**src/bbhq_pkg.sv**
```systemverilog
// Shared types, constants and codes for the byte budgeted history queue.
package bbhq_pkg;

  localparam int HISTORY_DEPTH = 64;
  localparam int SIZE_BITS     = 32;
  localparam int SLOT_W        = $clog2(HISTORY_DEPTH);
  localparam int COUNT_W       = $clog2(HISTORY_DEPTH + 1);

  localparam int MODE_W    = 2;
  localparam int BYTES_W   = 32;
  localparam int POS_W     = 6;
  localparam int LIMIT_W   = 7;
  localparam int TOTAL_W   = 38;
  localparam int CFG_IDX_W = 1;

  localparam logic [LIMIT_W-1:0] LIMIT_RESET  = LIMIT_W'(64);
  localparam logic [TOTAL_W-1:0] BUDGET_RESET = TOTAL_W'(64'd274877906880);

  typedef enum logic [MODE_W-1:0] {
    MODE_CAPTURE  = 2'd0,
    MODE_TRUNCATE = 2'd1,
    MODE_CHECK    = 2'd2,
    MODE_APPLY    = 2'd3
  } mode_e;

  typedef enum logic [CFG_IDX_W-1:0] {
    REG_ENTRY_LIMIT = 1'b0,
    REG_BYTE_BUDGET = 1'b1
  } cfg_reg_e;

  typedef enum logic [1:0] {
    ALU_SUM_CMP,
    ALU_ADD_SAT,
    ALU_SUB_FLOOR
  } alu_op_e;

  typedef enum logic [3:0] {
    ST_IDLE,
    ST_FORECAST,
    ST_FC_LATCH,
    ST_CAP_BUDGET,
    ST_CAP_LIMIT,
    ST_APPEND,
    ST_ENF_LIMIT,
    ST_ENF_BUDGET,
    ST_TRUNC,
    ST_DROP,
    ST_DONE
  } state_e;

  typedef struct packed {
    mode_e               mode;
    logic [BYTES_W-1:0]  entry_bytes;
    logic [POS_W-1:0]    position;
  } cmd_t;

  typedef struct packed {
    logic [POS_W-1:0]    new_position;
    logic                ok;
    logic [LIMIT_W-1:0]  entry_count;
    logic [TOTAL_W-1:0]  byte_total;
  } result_t;

  typedef struct packed {
    logic [TOTAL_W-1:0]  value;
    logic                over;
  } alu_res_t;

endpackage

```
**src/byte_budgeted_history_queue.sv**
```systemverilog
// Top level of the byte budgeted history queue: sequencer, size ring and totals.
//
//   channel   direction  handshake              payload
//   command   in         start_i / busy_o       cmd_i     (bbhq_pkg::cmd_t)
//   result    out        done_o strobe          result_o  (bbhq_pkg::result_t)
//   config    in         cfg_we_i, cfg_idx_i    cfg_data_i (38 bits)
//
// Handshake: a word is taken when start_i is high and busy_o is low; busy_o then
//   stays high until the result strobe. Every entry dropped costs one ring read and
//   one pass through the shared adder, since the ring has a single registered read
//   port and there is only the one adder.
// Reset: counts, totals and slot pointer clear; the size ring is not cleared and
//   only ever read where it was written.
// Stalls: the receiver cannot stall; done_o is high for exactly one cycle.
module byte_budgeted_history_queue (
  input  logic                                clk_i,
  input  logic                                rst_ni,
  input  logic                                start_i,
  output logic                                busy_o,
  input  bbhq_pkg::cmd_t                      cmd_i,
  output logic                                done_o,
  output bbhq_pkg::result_t                   result_o,
  input  logic                                cfg_we_i,
  input  logic [bbhq_pkg::CFG_IDX_W-1:0]      cfg_idx_i,
  input  logic [bbhq_pkg::TOTAL_W-1:0]        cfg_data_i
);

  // Configuration registers
  logic [bbhq_pkg::LIMIT_W-1:0]   limit_q;
  logic [bbhq_pkg::TOTAL_W-1:0]   budget_q;

  // Sequencer and bookkeeping state
  bbhq_pkg::state_e               state_q, state_d;
  bbhq_pkg::state_e               ret_q, ret_d;
  logic [bbhq_pkg::SLOT_W-1:0]    oldest_q, oldest_d;
  logic [bbhq_pkg::COUNT_W-1:0]   held_q, held_d;
  logic [bbhq_pkg::TOTAL_W-1:0]   total_q, total_d;
  logic [bbhq_pkg::TOTAL_W-1:0]   forecast_q, forecast_d;
  logic                           done_q, done_d;
  bbhq_pkg::result_t              res_q, res_d;
  bbhq_pkg::cmd_t                 cmd_q;

  // Size ring: one write, one registered read per cycle
  logic [bbhq_pkg::SIZE_BITS-1:0] ring_q [bbhq_pkg::HISTORY_DEPTH];
  logic [bbhq_pkg::SIZE_BITS-1:0] rd_data_q;
  logic [bbhq_pkg::SLOT_W-1:0]    rd_addr;
  logic [bbhq_pkg::SLOT_W-1:0]    newest_slot;
  logic [bbhq_pkg::SLOT_W-1:0]    append_slot;
  logic                           ring_we;

  // Shared adder
  bbhq_pkg::alu_op_e              alu_op;
  logic [bbhq_pkg::TOTAL_W-1:0]   alu_b;
  bbhq_pkg::alu_res_t             alu_res;

  logic                           accept;
  logic [bbhq_pkg::COUNT_W-1:0]   eff_limit;
  logic                           trunc_more;

  assign accept = start_i && (state_q == bbhq_pkg::ST_IDLE);
  assign busy_o = (state_q != bbhq_pkg::ST_IDLE);
  assign done_o = done_q;
  assign result_o = res_q;

  // Effective limit is the smaller of the register and the ring depth.
  assign eff_limit = (32'(limit_q) > 32'(bbhq_pkg::HISTORY_DEPTH))
                     ? bbhq_pkg::COUNT_W'(bbhq_pkg::HISTORY_DEPTH)
                     : bbhq_pkg::COUNT_W'(limit_q);

  // Slot arithmetic wraps naturally on the slot width.
  assign append_slot = oldest_q + bbhq_pkg::SLOT_W'(held_q);
  assign newest_slot = append_slot - bbhq_pkg::SLOT_W'(1);
  assign rd_addr = ((state_q == bbhq_pkg::ST_FORECAST) || (state_q == bbhq_pkg::ST_TRUNC))
                   ? newest_slot : oldest_q;

  assign trunc_more = (32'(held_q) > (32'(cmd_q.position) + 32'd1));

  bbhq_alu u_alu (
    .op_i     (alu_op),
    .a_i      (total_q),
    .b_i      (alu_b),
    .budget_i (budget_q),
    .res_o    (alu_res)
  );

  // Adder operand select
  always_comb begin
    alu_op = bbhq_pkg::ALU_SUM_CMP;
    alu_b  = '0;
    case (state_q)
      bbhq_pkg::ST_CAP_BUDGET: begin
        alu_b = forecast_q;
      end
      bbhq_pkg::ST_APPEND: begin
        alu_op = bbhq_pkg::ALU_ADD_SAT;
        alu_b  = bbhq_pkg::TOTAL_W'(bbhq_pkg::SIZE_BITS'(cmd_q.entry_bytes));
      end
      bbhq_pkg::ST_DROP: begin
        alu_op = bbhq_pkg::ALU_SUB_FLOOR;
        alu_b  = bbhq_pkg::TOTAL_W'(rd_data_q);
      end
      default: begin
        alu_op = bbhq_pkg::ALU_SUM_CMP;
      end
    endcase
  end

  // Next state: each eviction detours through ST_DROP and returns to its check.
  always_comb begin
    state_d = state_q;
    ret_d   = ret_q;
    case (state_q)
      bbhq_pkg::ST_IDLE: begin
        if (start_i) begin
          case (cmd_i.mode)
            bbhq_pkg::MODE_CAPTURE:  state_d = bbhq_pkg::ST_FORECAST;
            bbhq_pkg::MODE_TRUNCATE: state_d = bbhq_pkg::ST_TRUNC;
            bbhq_pkg::MODE_CHECK:    state_d = bbhq_pkg::ST_DONE;
            default:                 state_d = bbhq_pkg::ST_ENF_LIMIT;
          endcase
        end
      end
      bbhq_pkg::ST_FORECAST: begin
        state_d = bbhq_pkg::ST_FC_LATCH;
      end
      bbhq_pkg::ST_FC_LATCH: begin
        state_d = bbhq_pkg::ST_CAP_BUDGET;
      end
      bbhq_pkg::ST_CAP_BUDGET: begin
        if ((32'(held_q) > 32'd1) && alu_res.over) begin
          ret_d   = bbhq_pkg::ST_CAP_BUDGET;
          state_d = bbhq_pkg::ST_DROP;
        end else begin
          state_d = bbhq_pkg::ST_CAP_LIMIT;
        end
      end
      bbhq_pkg::ST_CAP_LIMIT: begin
        if ((held_q != '0) && (held_q >= eff_limit)) begin
          ret_d   = bbhq_pkg::ST_CAP_LIMIT;
          state_d = bbhq_pkg::ST_DROP;
        end else begin
          state_d = bbhq_pkg::ST_APPEND;
        end
      end
      bbhq_pkg::ST_APPEND: begin
        state_d = bbhq_pkg::ST_ENF_LIMIT;
      end
      bbhq_pkg::ST_ENF_LIMIT: begin
        if (held_q > eff_limit) begin
          ret_d   = bbhq_pkg::ST_ENF_LIMIT;
          state_d = bbhq_pkg::ST_DROP;
        end else begin
          state_d = bbhq_pkg::ST_ENF_BUDGET;
        end
      end
      bbhq_pkg::ST_ENF_BUDGET: begin
        if ((32'(held_q) > 32'd2) && alu_res.over) begin
          ret_d   = bbhq_pkg::ST_ENF_BUDGET;
          state_d = bbhq_pkg::ST_DROP;
        end else begin
          state_d = bbhq_pkg::ST_DONE;
        end
      end
      bbhq_pkg::ST_TRUNC: begin
        if (trunc_more) begin
          ret_d   = bbhq_pkg::ST_TRUNC;
          state_d = bbhq_pkg::ST_DROP;
        end else begin
          state_d = bbhq_pkg::ST_DONE;
        end
      end
      bbhq_pkg::ST_DROP: begin
        state_d = ret_q;
      end
      bbhq_pkg::ST_DONE: begin
        state_d = bbhq_pkg::ST_IDLE;
      end
      default: begin
        state_d = bbhq_pkg::ST_IDLE;
      end
    endcase
  end

  // Datapath and result updates per state
  always_comb begin
    oldest_d   = oldest_q;
    held_d     = held_q;
    total_d    = total_q;
    forecast_d = forecast_q;
    done_d     = 1'b0;
    res_d      = res_q;
    ring_we    = 1'b0;
    case (state_q)
      bbhq_pkg::ST_FC_LATCH: begin
        // newest held size; nothing held means no forecast
        forecast_d = (held_q == '0) ? '0 : bbhq_pkg::TOTAL_W'(rd_data_q);
      end
      bbhq_pkg::ST_APPEND: begin
        ring_we = 1'b1;
        held_d  = held_q + bbhq_pkg::COUNT_W'(1);
        total_d = alu_res.value;
      end
      bbhq_pkg::ST_DROP: begin
        total_d = alu_res.value;
        held_d  = held_q - bbhq_pkg::COUNT_W'(1);
        // truncate drops from the newest end, everything else from the oldest
        if (ret_q != bbhq_pkg::ST_TRUNC) begin
          oldest_d = oldest_q + bbhq_pkg::SLOT_W'(1);
        end
      end
      bbhq_pkg::ST_DONE: begin
        done_d            = 1'b1;
        res_d.entry_count = bbhq_pkg::LIMIT_W'(held_q);
        res_d.byte_total  = total_q;
        res_d.new_position = (cmd_q.mode == bbhq_pkg::MODE_CAPTURE)
                             ? bbhq_pkg::POS_W'(held_q - bbhq_pkg::COUNT_W'(1)) : '0;
        res_d.ok = (cmd_q.mode == bbhq_pkg::MODE_CHECK)
                   && (32'(cmd_q.position) < 32'(held_q));
      end
      default: begin
        done_d = 1'b0;
      end
    endcase
  end

  always_ff @(posedge clk_i or negedge rst_ni) begin
    if (!rst_ni) begin
      state_q    <= bbhq_pkg::ST_IDLE;
      ret_q      <= bbhq_pkg::ST_IDLE;
      oldest_q   <= '0;
      held_q     <= '0;
      total_q    <= '0;
      forecast_q <= '0;
      done_q     <= 1'b0;
    end else begin
      state_q    <= state_d;
      ret_q      <= ret_d;
      oldest_q   <= oldest_d;
      held_q     <= held_d;
      total_q    <= total_d;
      forecast_q <= forecast_d;
      done_q     <= done_d;
    end
  end

  // Payload registers hold without reset.
  always_ff @(posedge clk_i) begin
    res_q <= res_d;
    if (accept) begin
      cmd_q <= cmd_i;
    end
  end

  // Size ring
  always_ff @(posedge clk_i) begin
    if (ring_we) begin
      ring_q[append_slot] <= bbhq_pkg::SIZE_BITS'(cmd_q.entry_bytes);
    end
    rd_data_q <= ring_q[rd_addr];
  end

  // Configuration writes; a zero write stores one.
  always_ff @(posedge clk_i or negedge rst_ni) begin
    if (!rst_ni) begin
      limit_q  <= bbhq_pkg::LIMIT_RESET;
      budget_q <= bbhq_pkg::BUDGET_RESET;
    end else if (cfg_we_i) begin
      case (bbhq_pkg::cfg_reg_e'(cfg_idx_i))
        bbhq_pkg::REG_ENTRY_LIMIT: begin
          limit_q <= (cfg_data_i[bbhq_pkg::LIMIT_W-1:0] == '0)
                     ? bbhq_pkg::LIMIT_W'(1) : cfg_data_i[bbhq_pkg::LIMIT_W-1:0];
        end
        bbhq_pkg::REG_BYTE_BUDGET: begin
          budget_q <= (cfg_data_i == '0) ? bbhq_pkg::TOTAL_W'(1) : cfg_data_i;
        end
        default: begin
          limit_q <= limit_q;
        end
      endcase
    end
  end

endmodule

```
**src/bbhq_alu.sv**
```systemverilog
// Shared 39-bit add/subtract unit: saturating add, floored subtract, budget compare.
module bbhq_alu (
  input  bbhq_pkg::alu_op_e                 op_i,
  input  logic [bbhq_pkg::TOTAL_W-1:0]      a_i,
  input  logic [bbhq_pkg::TOTAL_W-1:0]      b_i,
  input  logic [bbhq_pkg::TOTAL_W-1:0]      budget_i,
  output bbhq_pkg::alu_res_t                res_o
);

  logic                          sub;
  logic [bbhq_pkg::TOTAL_W:0]    b_x;
  logic [bbhq_pkg::TOTAL_W:0]    sum;

  assign sub = (op_i == bbhq_pkg::ALU_SUB_FLOOR);
  assign b_x = sub ? ~{1'b0, b_i} : {1'b0, b_i};
  assign sum = {1'b0, a_i} + b_x + (bbhq_pkg::TOTAL_W + 1)'(sub);

  always_comb begin
    res_o.over = (sum > {1'b0, budget_i});
    case (op_i)
      bbhq_pkg::ALU_ADD_SAT: begin
        // clamp on carry out
        res_o.value = sum[bbhq_pkg::TOTAL_W] ? '1 : sum[bbhq_pkg::TOTAL_W-1:0];
      end
      bbhq_pkg::ALU_SUB_FLOOR: begin
        // top bit set means the difference went negative
        res_o.value = sum[bbhq_pkg::TOTAL_W] ? '0 : sum[bbhq_pkg::TOTAL_W-1:0];
      end
      default: begin
        res_o.value = sum[bbhq_pkg::TOTAL_W-1:0];
      end
    endcase
  end

endmodule

```
**config.mk**
```make
export PLATFORM = sky130hd
export DESIGN_NAME = byte_budgeted_history_queue
export DESIGN_NICKNAME = d
export VERILOG_FILES = /design/src/bbhq_pkg.sv /design/src/byte_budgeted_history_queue.sv /design/src/bbhq_alu.sv
export SDC_FILE = /design/constraint.sdc
export NUM_CORES = 2
export LEC_CHECK = 0
export ABC_AREA = 1
export BUFFER_PORTS_ARGS = -buffer_cell sky130_fd_sc_hd__buf_2
export CAP_MARGIN = 0
export CELL_PAD_IN_SITES_DETAIL_PLACEMENT = 1
export CELL_PAD_IN_SITES_GLOBAL_PLACEMENT = 2
export CORE_MARGIN = 8
export CORE_UTILIZATION = 45
export DETAILED_ROUTE_END_ITERATION = 12
export HOLD_SLACK_MARGIN = 0.03
export PLACE_DENSITY_LB_ADDON = 0.1
export SLEW_MARGIN = 20
export SYNTH_ARGS = -nofsm -noshare
export SYNTH_HDL_FRONTEND = slang
export SYNTH_SLANG_ARGS = --single-unit
```
**constraint.sdc**
```tcl
create_clock -name clk_i -period 5.8 [get_ports clk_i]
set_clock_uncertainty 0.15 [all_clocks]
set_input_delay 1.16 -clock clk_i [delete_from_list [all_inputs] [get_ports clk_i]]
set_output_delay 1.16 -clock clk_i [all_outputs]
set_load 0.02 [all_outputs]
```
==> key figures <==
Routing
  – TritonRoute pass-1 iters: 5
  – Total routed wirelength: 319,000 um
  – Drt wl/cell: 30.0 um
  – DR iter-0 viols: 6,871
  – DRC viols: 0
  – Vias per inst: 6.01
  – Via count: 63,762
  – Routed Antenna Nets: 0

Logic synthesis
  – Most numerous cell in the Yosys netlist: edfxtp_1
  – Fraction of registers with async set/reset: 0.0593
  – Post-synthesis xor/xnor area fraction: 0.00475
  – Mapped Cells: 7,428
  – Post-Syn Area: 94,100 sq um
  – Synth area leader: edfxtp_1
  – EDFF count, synth: 2,140
  – Share of the synthesized area in the top cell type: 0.683
  – Syn_nets: 7,624
  – Syn_area_per_cell: 12.7 sq um
  – Most common flop cell mapped by yosys: edfxtp_1
  – Post-synthesis adder-cell area fraction: 0.0152
  – YS warnings: 0
  – #FFs+latches synth: 2,309
  – Mux cell area share after synthesis: 0
  – Synth top area cells: edfxtp_1 (68%), o21ai_0 (6.3%), nor2_1 (5.4%), o22ai_1 (2.9%), dfrtp_1 (2.8%)
  – Synth Area in Compound Gates: 0.141
  – Netlist cell types: 52
  – Synth top cells by count: edfxtp_1 (2,140), nor2_1 (1,362), o21ai_0 (1,190)
  – Simple-gate share of the synthesized area: 0.0804
  – Largest family of logic cells by synthesized area: compound AO/OA/AOI/OAI gates
  – Seq/Total Area, Yosys: 0.726

Place
  – DP Wirelength: 182,000 um
  – GP Congestion: 0.861
  – Pre-CTS setup slack: 0.189 ns
  – I/O Buffers: 136

Job
  – Max-cap violations: 0

STA
  – Tmin final: 5.37 ns
  – Final hold vios: 0
  – RSZ-0062 raised after global routing: no
  – Setup violators final: 0
  – Setup ws final: 0.433 ns
  – Slew Limit Headroom: 0.198
  – Maximum clock frequency: 186 MHz
  – Slew Viols, Final: 0
  – Setup TNS Final: 0 ns
  – Slew at the pin closest to its max-slew limit: 1.20 ns
  – Period utilization: 0.925

Setup path
  – Crit Path Class: reg -> reg
  – Slowest stage delay, CP: 0.44 ns
  – Critical Path Sink: ret_q[0]
  – R2R Setup Slk: 0.43 ns
  – Worst Setup Start Kind: flip-flop
  – CP delay by family, top: simple AND/OR/NAND/NOR gates
  – Reg2reg end: ret_q[0]
  – Reg-to-reg startpoint: state_q[0]
  – Critical path endpoint category: flip-flop
  – Crit-path most repeated cell: nand2_1
  – Worst Path Arrival: 5.98 ns
  – Crit path from: state_q[0]
  – Reg2Reg Depth: 29
  – Crit path buf inv count: 5
  – WP data required: 6.41 ns
  – Crit-path max FO: 33
  – Max stage delay cell, worst path: ha_1
  – Crit. path cell count: 29

Global route
  – Vias in the first global route: 64,805
  – Total track usage: 0.277
  – Largest net degree at the start of global routing: 186
  – First-pass GRT wire length: 458,000 um
  – Total grt overflow: 0
  – Initial antenna violation count: 22

Floorplan
  – Initial Utilization: 0.451
  – Die Height: 473 um
  – I/O Pins: 137
  – DIE AREA: 224,000 sq um
  – Placeable Area: 209,000 sq um
  – Chip width: 473 um
  – Standard-cell rows: 168

Clock tree
  – CTS tree: done
  – Post-CTS Setup Bufs: 0
  – Clock Latency Late Sink: 0.88 ns
  – CTS Sinks: 2,309
  – Total CTS buffers: 238
  – Clk pin slew, worst setup/hold paths: 0.06 ns
  – CTS max path bufs: 3
  – CTS Root Cell: clkbuf_16
  – H-Tree Depth: 4

Layout
  – Layout cells sized above 1: 0.113
  – Layout area overhead: 13.9%
  – Layout Utilization: 0.514
  – Total Nets Final: 7,795

Min path
  – Hold WC Path Type: in -> async

Outcome
  – Status: complete, no violations
[layer usage]
metal  vias to the layer above  share of wire  track usage
met4                         2          0.031       0.0829
met1                     33437           0.45        0.395
li1                      27966              -            -
met2                      1951           0.47        0.448
met5                         -       0.000038            0
met3                       406          0.055       0.0343
[flip-flops by register name (all words and copies together) (netlist names), 32 cells and up]
| register | count |
|---|---|
| cmd_q | 40 |
| result_o | 52 |
| rd_data_q | 32 |
| total_q | 38 |
| ring_q | 2048 |
| budget_q | 38 |
| forecast_q | 32 |
[timing repair]
action / 4_1_cts / 5_1_grt
hold buffers: 0 / 0
endpoints found under the setup margin: 0 / 7
gates resized for setup: 0 / 17
[how the worst min path moves through the flow]
stage	cells past startpoint	slack [ns]	end
after global placement	0	0.28	result_o[0]
final	1	0.07	done_o
after global routing	1	0.07	done_o
after floorplan	0	0.27	result_o[0]
after CTS	1	0.03	done_o
after detailed placement	0	0.29	result_o[0]
[through the flow]
| step | hold slack, ns | cells | instance area (sq um) |
|---|---|---|---|
| floorplan | 0.275 | 7428 | 94100 |
| global placement | 0.282 | 10164 | 99600 |
| detailed placement | 0.294 | 10164 | 99600 |
| CTS | 0.0322 | 10611 | 107000 |
| global route | 0.0665 | 10613 | 107000 |
| finish | 0.0703 | 10617 | 107000 |
[kinds of logic (layout without fill, tap and decap cells)]
logic type	after synthesis	in the layout
other cells	0	6
simple gates	1930	1930
compound gates	2310	2310
fa+ha+maj	113	113
xor+xnor	51	51
flops	2309	2309
buf+inv	715	1093
[placed cells by master, fill, tap and decap left out, types with 7 or more instances in the layout]
| cell | count |
|---|---|
| dfrtp_1 | 104 |
| clkinv_2 | 42 |
| buf_4 | 225 |
| edfxtp_1 | 2140 |
| nor2_4 | 69 |
| o211ai_1 | 200 |
| buf_2 | 135 |
| a31oi_1 | 7 |
| clkbuf_16 | 244 |
| xor2_1 | 36 |
| a21oi_1 | 122 |
| dfstp_2 | 33 |
| ha_1 | 110 |
| o21ai_1 | 142 |
| nand2_1 | 364 |
| clkinv_1 | 65 |
| nor3_1 | 13 |
| nor4_1 | 15 |
| o21ai_0 | 1188 |
| o221ai_1 | 104 |
| xnor2_1 | 14 |
| dfxtp_1 | 32 |
| clkbuf_1 | 60 |
| nand3_1 | 143 |
| bufinv_16 | 14 |
| nand4_1 | 15 |
| o21bai_1 | 67 |
| buf_12 | 55 |
| inv_1 | 217 |
| nor2_1 | 1292 |
| clkbuf_8 | 11 |
| o22ai_1 | 439 |
[worst register-to-register path: cells and delay by family, from the launching register on]
family | cells | cell delay (ns)
and+or+nand+nor | 16 | 1.99
xor gates and xnor gates | 1 | 0.17
buffers and inverters | 5 | 0.67
adders and majority gates | 2 | 0.74
AOI/OAI and AO/OA | 5 | 1.10
DFF | 1 | 0.42
[area by class of cell]
cell class              instances  area (sq um)
diodes                          6          15.0
fillers                     20911        102000
repair buffers                417          3490
clock buffers                 315          6480
multi-input cells            4404         23400
well taps                    2805          3510
clock inverters               132          1050
inverters                     229           907
flip-flops and latches       2309         68400
Power is left out: the tool's default activity adds up to more than one toggle a clock period on the data nets, which glitch-free logic cannot reach.
